==> src/rtl/bns_pkg.sv <==
// Package for box non-maximum suppression.
// Holds field widths, payload structs, register map and sequencer states.
// No dependencies.
package bns_pkg;

	localparam int COORD_BITS      = 12;
	localparam int MAX_BOXES_DEF   = 64;
	localparam int LIMIT_W         = 17;
	localparam int APB_AW          = 3;
	localparam int APB_DW          = 32;
	localparam logic [LIMIT_W-1:0] LIMIT_RESET = 17'd19661;

	localparam logic [0:0] REG_OVERLAP_LIMIT = 1'b0;

	typedef struct packed {
		logic [COORD_BITS-1:0] box_x;
		logic [COORD_BITS-1:0] box_y;
		logic [COORD_BITS-1:0] box_width;
		logic [COORD_BITS-1:0] box_height;
		logic                  is_last_box;
	} box_in_t;

	typedef struct packed {
		logic [COORD_BITS-1:0] kept_x;
		logic [COORD_BITS-1:0] kept_y;
		logic [COORD_BITS-1:0] kept_width;
		logic [COORD_BITS-1:0] kept_height;
		logic                  is_last_kept;
		logic                  set_overflowed;
	} box_out_t;

	typedef struct packed {
		logic [COORD_BITS-1:0] x;
		logic [COORD_BITS-1:0] y;
		logic [COORD_BITS-1:0] w;
		logic [COORD_BITS-1:0] h;
	} rect_t;

	typedef enum logic [3:0] {
		ST_IDLE,
		ST_FIND_RD,
		ST_FIND_AR,
		ST_FIND_END,
		ST_SUP_RD,
		ST_SUP_SPAN,
		ST_SUP_INT,
		ST_SUP_AREA,
		ST_SUP_UNI,
		ST_SUP_PLO,
		ST_SUP_PHI,
		ST_SUP_CMP
	} state_t;

endpackage

==> src/rtl/bns_cfg_regs.sv <==
// APB register block for box non-maximum suppression.
// Holds the overlap limit register with readback. Depends on bns_pkg.
module bns_cfg_regs (
	input  logic                            clk,
	input  logic                            arst_n,
	input  logic                            psel,
	input  logic                            penable,
	input  logic                            pwrite,
	input  logic [bns_pkg::APB_AW-1:0]      paddr,
	input  logic [bns_pkg::APB_DW-1:0]      pwdata,
	output logic [bns_pkg::APB_DW-1:0]      prdata,
	output logic                            pready,
	output logic [bns_pkg::LIMIT_W-1:0]     overlap_limit
);

	logic [bns_pkg::LIMIT_W-1:0] limit_q;
	logic                        hit;

	assign hit   = (paddr[bns_pkg::APB_AW-1] == bns_pkg::REG_OVERLAP_LIMIT);
	assign pready = 1'b1;
	assign overlap_limit = limit_q;

	always_ff @(posedge clk or negedge arst_n) begin
		if (!arst_n) begin
			limit_q <= bns_pkg::LIMIT_RESET;
		end else if (psel && penable && pwrite && hit) begin
			limit_q <= pwdata[bns_pkg::LIMIT_W-1:0];
		end
	end

	always_comb begin
		prdata = '0;
		if (hit) begin
			prdata = {{(bns_pkg::APB_DW-bns_pkg::LIMIT_W){1'b0}}, limit_q};
		end
	end

endmodule

==> src/rtl/box_nonmax_suppression.sv <==
// Box non-maximum suppression: stores a set of boxes, then greedily keeps
// boxes by area and drops those whose IoU with a kept box reaches the limit.
// Load: one box per cycle, busy low. After the last box, each round scans the
// live boxes to pick the largest, then runs an IoU test on each live box
// through one shared 17x17 multiplier. Each kept box is a one-cycle strobe;
// the receiver cannot stall. Reset empties the set.
module box_nonmax_suppression #(
	parameter int MAX_BOXES = bns_pkg::MAX_BOXES_DEF
) (
	input  logic                            clk,
	input  logic                            arst_n,
	input  logic                            start,
	output logic                            busy,
	input  bns_pkg::box_in_t                box_in,
	output logic                            result_valid,
	output bns_pkg::box_out_t               result,
	input  logic                            psel,
	input  logic                            penable,
	input  logic                            pwrite,
	input  logic [bns_pkg::APB_AW-1:0]      paddr,
	input  logic [bns_pkg::APB_DW-1:0]      pwdata,
	output logic [bns_pkg::APB_DW-1:0]      prdata,
	output logic                            pready
);

	localparam int C  = bns_pkg::COORD_BITS;
	localparam int IW = $clog2(MAX_BOXES);
	localparam int CW = $clog2(MAX_BOXES + 1);
	localparam int AW = 2 * C;
	localparam int MW = bns_pkg::LIMIT_W;
	localparam int PW = 2 * MW;
	localparam int KW = PW + MW + 1;

	logic [MW-1:0]         limit;
	bns_pkg::state_t       state_q, state_d;

	bns_pkg::rect_t        box_store [MAX_BOXES];
	bns_pkg::rect_t        rdata_q;
	bns_pkg::rect_t        best_q, pend_q;
	logic [CW-1:0]         count_q, n_q, idx_q, n_next;
	logic [IW-1:0]         best_idx_q;
	logic                  ovf_q, found_q, held_q;
	logic [MAX_BOXES-1:0]  alive_q;
	logic [AW-1:0]         best_area_q, inter_q, area_q;
	logic [C-1:0]          ow_q, oh_q, cw_q, ch_q;
	logic [PW-1:0]         uni_q, plo_q, phi_q;

	logic                  load, room, at_end, cur_alive, emit, emit_last;
	logic [MW-1:0]         mul_a, mul_b;
	logic [PW-1:0]         mul_p;
	logic [C-1:0]          ow_c, oh_c;
	logic [KW-1:0]         lhs, rhs;

	bns_cfg_regs u_regs (
		.clk           (clk),
		.arst_n        (arst_n),
		.psel          (psel),
		.penable       (penable),
		.pwrite        (pwrite),
		.paddr         (paddr),
		.pwdata        (pwdata),
		.prdata        (prdata),
		.pready        (pready),
		.overlap_limit (limit)
	);

	function automatic logic [C-1:0] span(input logic [C-1:0] a0, input logic [C-1:0] al,
		input logic [C-1:0] b0, input logic [C-1:0] bl);
		logic [C:0] lo, ae, be, hi, d;
		lo = (a0 > b0) ? {1'b0, a0} : {1'b0, b0};
		ae = {1'b0, a0} + {1'b0, al};
		be = {1'b0, b0} + {1'b0, bl};
		hi = (ae < be) ? ae : be;
		d  = (hi > lo) ? (hi - lo) : '0;
		return d[C-1:0];
	endfunction

	assign room      = (count_q < CW'(MAX_BOXES));
	assign load      = start && !busy;
	assign n_next    = room ? (count_q + CW'(1)) : count_q;
	assign at_end    = (idx_q == n_q);
	assign cur_alive = alive_q[idx_q[IW-1:0]];
	assign ow_c      = span(best_q.x, best_q.w, rdata_q.x, rdata_q.w);
	assign oh_c      = span(best_q.y, best_q.h, rdata_q.y, rdata_q.h);
	assign mul_p     = mul_a * mul_b;
	assign lhs       = KW'({inter_q, 16'b0});
	assign rhs       = KW'({phi_q, 17'b0}) + KW'(plo_q);

	always_comb begin
		state_d = state_q;
		case (state_q)
			bns_pkg::ST_IDLE: begin
				if (load && box_in.is_last_box) state_d = bns_pkg::ST_FIND_RD;
			end
			bns_pkg::ST_FIND_RD: begin
				if (at_end) state_d = bns_pkg::ST_FIND_END;
				else if (cur_alive) state_d = bns_pkg::ST_FIND_AR;
			end
			bns_pkg::ST_FIND_AR:  state_d = bns_pkg::ST_FIND_RD;
			bns_pkg::ST_FIND_END: state_d = found_q ? bns_pkg::ST_SUP_RD : bns_pkg::ST_IDLE;
			bns_pkg::ST_SUP_RD: begin
				if (at_end) state_d = bns_pkg::ST_FIND_RD;
				else if (cur_alive) state_d = bns_pkg::ST_SUP_SPAN;
			end
			bns_pkg::ST_SUP_SPAN: state_d = bns_pkg::ST_SUP_INT;
			bns_pkg::ST_SUP_INT:  state_d = bns_pkg::ST_SUP_AREA;
			bns_pkg::ST_SUP_AREA: state_d = bns_pkg::ST_SUP_UNI;
			bns_pkg::ST_SUP_UNI:  state_d = bns_pkg::ST_SUP_PLO;
			bns_pkg::ST_SUP_PLO:  state_d = bns_pkg::ST_SUP_PHI;
			bns_pkg::ST_SUP_PHI:  state_d = bns_pkg::ST_SUP_CMP;
			bns_pkg::ST_SUP_CMP:  state_d = bns_pkg::ST_SUP_RD;
			default:              state_d = bns_pkg::ST_IDLE;
		endcase
	end

	always_comb begin
		busy      = (state_q != bns_pkg::ST_IDLE);
		emit      = 1'b0;
		emit_last = 1'b0;
		mul_a     = MW'(rdata_q.w);
		mul_b     = MW'(rdata_q.h);
		case (state_q)
			bns_pkg::ST_FIND_END: begin
				emit      = !found_q || held_q;
				emit_last = !found_q;
			end
			bns_pkg::ST_SUP_INT: begin
				mul_a = MW'(ow_q);
				mul_b = MW'(oh_q);
			end
			bns_pkg::ST_SUP_AREA: begin
				mul_a = MW'(cw_q);
				mul_b = MW'(ch_q);
			end
			bns_pkg::ST_SUP_PLO: begin
				mul_a = limit;
				mul_b = uni_q[MW-1:0];
			end
			bns_pkg::ST_SUP_PHI: begin
				mul_a = limit;
				mul_b = uni_q[PW-1:MW];
			end
			default: begin
			end
		endcase
	end

	always_ff @(posedge clk) begin
		if (load && room) begin
			box_store[count_q[IW-1:0]] <= '{x: box_in.box_x, y: box_in.box_y,
				w: box_in.box_width, h: box_in.box_height};
		end
		rdata_q <= box_store[idx_q[IW-1:0]];
	end

	always_ff @(posedge clk or negedge arst_n) begin
		if (!arst_n) begin
			state_q      <= bns_pkg::ST_IDLE;
			count_q      <= '0;
			ovf_q        <= 1'b0;
			idx_q        <= '0;
			n_q          <= '0;
			found_q      <= 1'b0;
			held_q       <= 1'b0;
			alive_q      <= '0;
			result_valid <= 1'b0;
		end else begin
			state_q      <= state_d;
			result_valid <= emit;
			case (state_q)
				bns_pkg::ST_IDLE: begin
					if (load) begin
						if (room) count_q <= n_next;
						else ovf_q <= 1'b1;
						if (box_in.is_last_box) begin
							n_q     <= n_next;
							idx_q   <= '0;
							found_q <= 1'b0;
							held_q  <= 1'b0;
							for (int i = 0; i < MAX_BOXES; i++) begin
								alive_q[i] <= (CW'(i) < n_next);
							end
						end
					end
				end
				bns_pkg::ST_FIND_RD: begin
					if (!at_end && !cur_alive) idx_q <= idx_q + CW'(1);
				end
				bns_pkg::ST_FIND_AR: begin
					if (!found_q || (mul_p[AW-1:0] > best_area_q)) found_q <= 1'b1;
					idx_q <= idx_q + CW'(1);
				end
				bns_pkg::ST_FIND_END: begin
					if (found_q) begin
						alive_q[best_idx_q] <= 1'b0;
						held_q              <= 1'b1;
					end else begin
						count_q <= '0;
						ovf_q   <= 1'b0;
					end
					idx_q <= '0;
				end
				bns_pkg::ST_SUP_RD: begin
					if (at_end) begin
						idx_q   <= '0;
						found_q <= 1'b0;
					end else if (!cur_alive) begin
						idx_q <= idx_q + CW'(1);
					end
				end
				bns_pkg::ST_SUP_CMP: begin
					if (lhs >= rhs) alive_q[idx_q[IW-1:0]] <= 1'b0;
					idx_q <= idx_q + CW'(1);
				end
				default: begin
				end
			endcase
		end
	end

	always_ff @(posedge clk) begin
		case (state_q)
			bns_pkg::ST_FIND_AR: begin
				if (!found_q || (mul_p[AW-1:0] > best_area_q)) begin
					best_q      <= rdata_q;
					best_area_q <= mul_p[AW-1:0];
					best_idx_q  <= idx_q[IW-1:0];
				end
			end
			bns_pkg::ST_FIND_END: begin
				if (found_q) pend_q <= best_q;
			end
			bns_pkg::ST_SUP_SPAN: begin
				ow_q <= ow_c;
				oh_q <= oh_c;
				cw_q <= rdata_q.w;
				ch_q <= rdata_q.h;
			end
			bns_pkg::ST_SUP_INT:  inter_q <= mul_p[AW-1:0];
			bns_pkg::ST_SUP_AREA: area_q  <= mul_p[AW-1:0];
			bns_pkg::ST_SUP_UNI:  uni_q   <= PW'(best_area_q) + PW'(area_q) - PW'(inter_q);
			bns_pkg::ST_SUP_PLO:  plo_q   <= mul_p;
			bns_pkg::ST_SUP_PHI:  phi_q   <= mul_p;
			default: begin
			end
		endcase
		if (emit) begin
			result.kept_x         <= pend_q.x;
			result.kept_y         <= pend_q.y;
			result.kept_width     <= pend_q.w;
			result.kept_height    <= pend_q.h;
			result.is_last_kept   <= emit_last;
			result.set_overflowed <= ovf_q;
		end
	end

endmodule

==> config.mk <==
export PLATFORM = sky130hd
export DESIGN_NAME = box_nonmax_suppression
export DESIGN_NICKNAME = d
export VERILOG_FILES = /design/src/rtl/bns_pkg.sv /design/src/rtl/bns_cfg_regs.sv /design/src/rtl/box_nonmax_suppression.sv
export SDC_FILE = /design/constraint.sdc
export NUM_CORES = 2
export LEC_CHECK = 0
export ABC_AREA = 1
export BUFFER_PORTS_ARGS = -buffer_cell sky130_fd_sc_hd__buf_4
export CAP_MARGIN = 20
export CORE_MARGIN = 2
export CORE_UTILIZATION = 40
export DETAILED_ROUTE_END_ITERATION = 10
export PLACE_DENSITY = 0.53
export SETUP_SLACK_MARGIN = 0.2
export SYNTH_ARGS = -nofsm -noshare
export SYNTH_HDL_FRONTEND = slang
export SYNTH_HIERARCHICAL = 1
export SYNTH_SLANG_ARGS = --single-unit
==> constraint.sdc <==
create_clock -name clk -period 12.9 [get_ports clk]
set_clock_uncertainty 0.1 [all_clocks]
set_input_delay 1.29 -clock clk [delete_from_list [all_inputs] [get_ports clk]]
set_output_delay 1.29 -clock clk [all_outputs]
set_load 0.05 [all_outputs]
* Word level (Yosys, flattened, before mapping)
Memory sizes are Yosys's and may differ from the RTL's. A register that Yosys moved wholly into a read port is not among the register bits.
Cells that the tools add are included.
** Word-level totals
- Output and inout bits :: 85
- Memories :: 1
- Bits in latches :: 0
- Logic and storage cells :: 239
- ROM bits :: 0
- Register bits :: 484
- RAM bits :: 3072
- Bits of input ports :: 90
** Operators by class
- Eq/ne operators :: 26
- Multiplexer cells :: 50
- Divide/modulo/power cells :: 0
- Magnitude comparators :: 77
- Multipliers :: 1
- Reductions and logical operators :: 33
- Bitwise operators :: 5
- Add/sub/neg operators :: 11
- Shift-type cells :: 0
** Memory list
- box_store :: depth 64, bits a word 48, rd ports 1, clocked after Yosys merged registers in 1, write ports 1, RTL line box_nonmax_suppression.sv:37 : bns_pkg::rect_t box_store [MAX_BOXES];
** Operator list (count)
- 64-bit two-way mux :: 4
- 6-bit by 7-bit less-than comparator with 1-bit output, first input constant :: 32
- 64-bit one-hot mux with 3 select lines :: 1
- 64-bit AND :: 2
- 64-bit inverter :: 2
- 5-bit by 7-bit less-than comparator with 1-bit output, first input constant :: 16
- 17-bit one-hot mux with 4 select lines :: 1
- 7-bit two-way mux :: 9
- 4-bit by 7-bit less-than comparator with 1-bit output, first input constant :: 8
- 12-bit by 12-bit adder with 13-bit output :: 4
- 51-bit by 34-bit adder with 52-bit output :: 1
- 40-bit by 52-bit >= comparator with 1-bit output :: 1
- 17-bit one-hot mux with 3 select lines :: 1
- 4-bit one-hot mux with 12 select lines :: 1
- 7-bit one-hot mux with 5 select lines :: 1
- 17-bit by 17-bit multiplier with 34-bit output :: 1
- 3-bit by 7-bit less-than comparator with 1-bit output, first input constant :: 4
- 13-bit by 12-bit greater-than comparator with 1-bit output :: 2
- 13-bit less-than comparator :: 2
- 13-bit two-way mux :: 2
- 25-bit by 24-bit subtractor with 26-bit output :: 1
- 24-bit by 24-bit adder with 25-bit output :: 1
- 12-bit greater-than comparator :: 2
- 24-bit greater-than comparator :: 1
- 38 further kinds :: 103

* Longest topological paths before layout
- Word-level depth :: 8
- Depth in mapped cells :: 46
- Depth with buffers taken out :: 46

* Cells and area by module
Netlist, hierarchy kept.
** Modules (own cells, without submodules)
- box_nonmax_suppression :: area each 150346.7 µm², cells an instance 11092, instances 1, seq. area each 106527.2 µm²
- bns_cfg_regs :: area each 985.9 µm², cells an instance 130, instances 1, seq. area each 435.4 µm²

* Worst setup path after synthesis
Ideal clock, no wire load.
- Path kind :: register to register
- From :: reg state_q[2]
- To :: reg best_area_q[0] (enable)
- Setup slack :: 2.425 ns
- Stages on the path, launching flop included :: 39
- Clock period less this slack :: 10.475 ns
- Library setup time :: 0.432 ns
- Required time :: 12.368 ns
- Arrival time :: 9.943 ns
- Buffers on the path :: 1
- Cell sequence :: dfrtp_1 nor2_1 inv_1 nor2_2 nand2_1 nand2_1 a221oi_1 nand2_1 o21ai_0 inv_1 clkbuf_1 nand2_1 fa_1 inv_1 fa_1 inv_1 fa_1 inv_1 (+3 left out) ha_1 nand2_1 o21ai_0 a21oi_1 o21ai_0 a21oi_1 xnor2_1 ha_1 nand2_1 inv_1 nand3_1 nor3_1 nand3_1 nand3_1 nand2_1 nand2_1 nand2_1 inv_1
** Between the ends
- Word-level cells in the longest chain between the ends :: 7
- Elaborated cells between the ends (all ways) :: 12
- Those cells by class :: mul (1); order compare (1); eq/ne (5); mux (2); reduce/logical (3)
** Ends and longest elaborated chain
- start: declaration :: RTL line box_nonmax_suppression.sv:35 : bns_pkg::state_t state_q, state_d;
- start signal: assignment :: RTL line box_nonmax_suppression.sv:158 : state_q <= bns_pkg::ST_IDLE;
- start signal: assignment :: RTL line box_nonmax_suppression.sv:168 : state_q <= state_d;
- 4-bit == test :: RTL line box_nonmax_suppression.sv:122 : case (state_q)
- 2-bit OR reduction (no line)
- 17-bit one-hot mux with 3 select lines :: RTL line box_nonmax_suppression.sv:122
- 17-bit by 17-bit multiplier with 34-bit output * :: RTL line box_nonmax_suppression.sv:85 : assign mul_p = mul_a * mul_b;
- net mul_p[22] :: RTL line box_nonmax_suppression.sv:50 : logic [PW-1:0] mul_p;
- 24-bit greater-than comparator * :: RTL line box_nonmax_suppression.sv:224 : if (!found_q || (mul_p[AW-1:0] > best_area_q)) begin
- 1-bit logical OR * :: RTL line box_nonmax_suppression.sv:224
- 2-bit AND reduction (no line) *
- end signal: assignment :: RTL line box_nonmax_suppression.sv:226 : best_area_q <= mul_p[AW-1:0];
- end: declaration :: RTL line box_nonmax_suppression.sv:44 : logic [AW-1:0] best_area_q, inter_q, area_q;
Mark *: on every way through the listed nets, which the timed path passes. The rest lies on a longest branch.
A chain may end at the register's enable or synchronous reset.

* Worst setup path after layout
- From :: reg state_q[0]
- To :: reg best_q[12] (netlist name) (enable)
** Between the ends
- Word-level cells in the longest chain between the ends :: 7
- Elaborated cells between the ends (all ways) :: 12
- Those cells by class :: mul (1); order compare (1); eq/ne (5); mux (2); reduce/logical (3)
** Ends and longest elaborated chain
- 4-bit == test :: RTL line box_nonmax_suppression.sv:122
- 2-bit OR reduction (no line)
- 17-bit one-hot mux with 3 select lines :: RTL line box_nonmax_suppression.sv:122
- 17-bit by 17-bit multiplier with 34-bit output * :: RTL line box_nonmax_suppression.sv:85
- net mul_p[23] :: RTL line box_nonmax_suppression.sv:50
- 24-bit greater-than comparator * :: RTL line box_nonmax_suppression.sv:224
- 1-bit logical OR * :: RTL line box_nonmax_suppression.sv:224
- 2-bit AND reduction (no line) *
- end signal: assignment :: RTL line box_nonmax_suppression.sv:225 : best_q <= rdata_q;
- end: declaration :: RTL line box_nonmax_suppression.sv:39 : bns_pkg::rect_t best_q, pend_q;
Marked as above.

==> run summary <==
The run finished with clean final reports. The top cell types in the final layout, fill and taps aside, are edfxtp_1, nand2_1, inv_1. The average instance in the mapped netlist occupies 13.5 um2. Classification of the worst-slack hold path: reg2reg. The fraction of registers with async set or reset after synthesis came out at 3.06%. The detail route stage leaves a number of antenna-violating nets equal to 0. The detailed router finished its first iteration with 11514 violations. No sink is reached through more buffers than the 4 on the longest clock path.

At the pin with the least slew margin, the transition time is 1220 ps. The post-route netlist has 8.87% of its cells at a drive strength greater than 1. After clock tree synthesis, the clock-pin slew on the worst setup and hold paths is 60 ps. The run gives 383000 um2 as the full die area. Using the TritonRoute via totals, the vias-per-cell ratio works out to 5.80. For this run, design rule violations remaining after detail routing come to 0. Critical-path maximum fanout: 48. The startpoint-to-endpoint class of the critical path was reg2reg. The number of cells on the worst reg-to-reg path is 38.

For the achievable clock frequency, the log shows 89.4 MHz. In this run the critical register-to-register path is captured at best_q[12]$_DFFE_PP_. The number of non-filler instances in the completed layout was 16852. The number of fillers in the final layout came out at 33400. Summed over all layers, the routed wires come to 508000 um. TritonCTS built the clock tree. The number of antenna violations at the first check in global routing is 50. The mean routed wirelength per cell works out to 30.2 um.

For the global-route wire length before repair, the log shows 712000 um. The final max-slew violation count was 0. The die outline height was 619 um. The clock period minus worst slack was 11180 ps; the initial core utilization was 40.2%. Buffers placed on the I/O ports in this run total 141.

After technology mapping, the gate count stands at 11222. The logs give 3596 for the CTS sink count and 225 for the cell row count. The logs give 151000 um2 for the mapped cell area and 94396 for the via count of the first global-routing pass. The run gives 6 as the total of warnings raised by yosys. The tool flagged a number of max-cap violations equal to 0. The worst setup path is launched from a flop. In the final design database the tool counted 12165 nets. From synthesis to final layout, the design area changed by 13.3%. The tools report the all-layer global routing usage as 26.1%. For the register-to-register setup slack, the log shows 1720 ps.

The worst pin sits at a relative slew slack of 18.6%. The number of enable flip-flop cells after synthesis was 3438; the count of endpoints failing hold in the final timing report was 0. The worst path uses 86.7% of the clock period. Data on the critical path is required at its endpoint by 13360 ps.

The share of the Yosys chip area taken by registers is 70.7%. For this design, the CTS-stage hold fixing added 0 buffers. For this run the aggregate overflow at the end of global routing stands at 0. The congestion estimate from routability-driven global placement came to 0.876.

Yosys mapped the design onto 58 distinct sky130hd cell types. Among the stages of the critical path, the cell type that occurs most often is nand2_1. The tree is rooted in a clkbuf_16.

For the insertion delay of the later-clocked pin in the worst-skew pair, the log shows 970 ps. The tools report the start point of the worst hold path as pend_q[12]$_DFFE_PP_. Setup violations remaining at the end of the flow were counted as 0. Data on the critical path arrives at its endpoint at 11650 ps. Registers take 107000 um2.

The path with the worst hold slack has its endpoint at result[14]$_DFFE_PP_. The launch instance of the worst register-to-register path is state_q[0]$_DFFE_PN0P_. The tools report the setup total negative slack as 0 ps.

During I/O placement, the number of pins put on the boundary was 175. The area occupied by multi-input gates is 39200 um2. STA classifies the critical path endpoint as a flop. Entering global routing, the biggest net connects 123 pins. Once detailed placement completed, the half-perimeter wirelength came to 286000 um. The most common library cell in the layout ignoring fill and taps was edfxtp_1. The core area is 376000 um2, and the maximum cell stage delay along the critical path is 630 ps. The number of placed cells counting well taps is 16109, and the synthesis-stage register bit count is 3596. Once the clock tree was built, the setup fixing pass inserted 0 buffers.

The pre-antenna-repair detailed-routing pass consisted of 6 iterations. CTS built an H-tree with a depth of 5. The tools report the number of gates resized after CTS as 0. Setup repair after global routing left no endpoint under its margin. The number of cells on the worst hold path works out to 0. The cell type of the slowest stage on the worst timing path was inv_1. In this run the horizontal extent of the chip is 619 um. The most used flip-flop cell after synthesis was edfxtp_1.

TritonCTS created 379 clock buffers. Detailed routing inserted a total of 97667 vias.
[cells in the mapped netlist, drive strengths merged, types with 34 or more instances]
library cell	instances	area [um2]
a22o	155	1360
or2	34	213
o211ai	44	330
clkbuf	323	1210
inv	1011	3790
nand3	244	1220
xor2	82	718
nor3	50	250
fa	255	5100
a22oi	457	3430
a21oi	308	1550
dfrtp	102	2550
nand2	2380	8950
a221oi	355	3110
nor2	405	1570
edfxtp	3438	103000
dfxtp	48	961
ha	320	4000
o2bb2ai	98	858
xnor2	60	526
buf	167	872
o21ai	280	1400
nand4	467	2920
[worst max path at each step]
| stage | cells past startpoint | slack [ps] | start | end |
|---|---|---|---|---|
| 2_1_floorplan | 38 | 2420 | state_q[2]$_DFFE_PN0P_ | best_area_q[0]$_DFFE_PP_ |
| 3_3_place_gp | 39 | 1870 | state_q[0]$_DFFE_PN0P_ | best_q[22]$_DFFE_PP_ |
| 3_5_place_dp | 38 | 1820 | state_q[0]$_DFFE_PN0P_ | best_q[22]$_DFFE_PP_ |
| 4_1_cts | 38 | 1730 | state_q[0]$_DFFE_PN0P_ | best_q[12]$_DFFE_PP_ |
| 5_1_grt | 38 | 1110 | state_q[0]$_DFFE_PN0P_ | best_q[12]$_DFFE_PP_ |
| 6_report | 38 | 1720 | state_q[0]$_DFFE_PN0P_ | best_q[12]$_DFFE_PP_ |
[area by class of cell]
type / count / share of cell area, %
repair buffers: 373 / 1.73
clock buffers: 479 / 5.95
multi-input cells: 6137 / 22.9
clock inverters: 231 / 1.18
diodes: 29 / 0.0423
inverters: 1013 / 2.24
flip-flops and latches: 3596 / 62.4
well taps: 4994 / 3.64
[registers in the layout (all words and copies together) (netlist names), 12 cells and up]
| name | flops |
|---|---|
| box_store | 3072 |
| alive_q | 64 |
| result | 50 |
| best_q | 48 |
| pend_q | 48 |
| rdata_q | 48 |
| phi_q | 34 |
| plo_q | 34 |
| uni_q | 26 |
| area_q | 24 |
| best_area_q | 24 |
| inter_q | 24 |
| u_regs/overlap_limit | 17 |
| ch_q | 12 |
| cw_q | 12 |
| oh_q | 12 |
| ow_q | 12 |
[layer usage]
metal / vias up / wire, um / track usage (%) / share of wire, %
met5: - / 202 / 0 / 0.040
met3: 876 / 44000 / 4.00 / 8.7
met1: 50280 / 212000 / 36.6 / 42
met2: 4736 / 236000 / 41.9 / 46
met4: 30 / 16500 / 7.77 / 3.2
li1: 41745 / - / - / -
[worst max-delay path, delay by kind of cell, from the launching register on]
family,cells,cell delay [ps]
and+or+nand+nor,18,3130
adders and majority gates,8,3740
xor gates and xnor gates,1,510
buffers and inverters,10,2270
AOI/OAI and AO/OA,1,510
DFF,1,420
[cell families after synthesis]
family / synth area share (%)
other: 0.00496
xor gates and xnor gates: 0.822
adders and majority gates: 6.02
and+or+nand+nor: 10.1
DFF: 70.7
buffers and inverters: 3.89
AOI/OAI and AO/OA: 8.52
[per-stage QoR]
step / util [%] / hold WS (ps) / setup WS [ps] / cell area [um2]
after CTS: 45.6 / 318 / 1730 / 171000
after global routing: 45.6 / 323 / 1110 / 171000
final: 45.6 / 314 / 1720 / 172000
after global placement: 42.3 / 302 / 1870 / 159000
after detailed placement: 42.3 / 305 / 1820 / 159000
after floorplan: - / 300 / 2420 / 151000
Power is not shown: default switching activity piles up to over one toggle a cycle in this logic, so the estimate is an artifact.
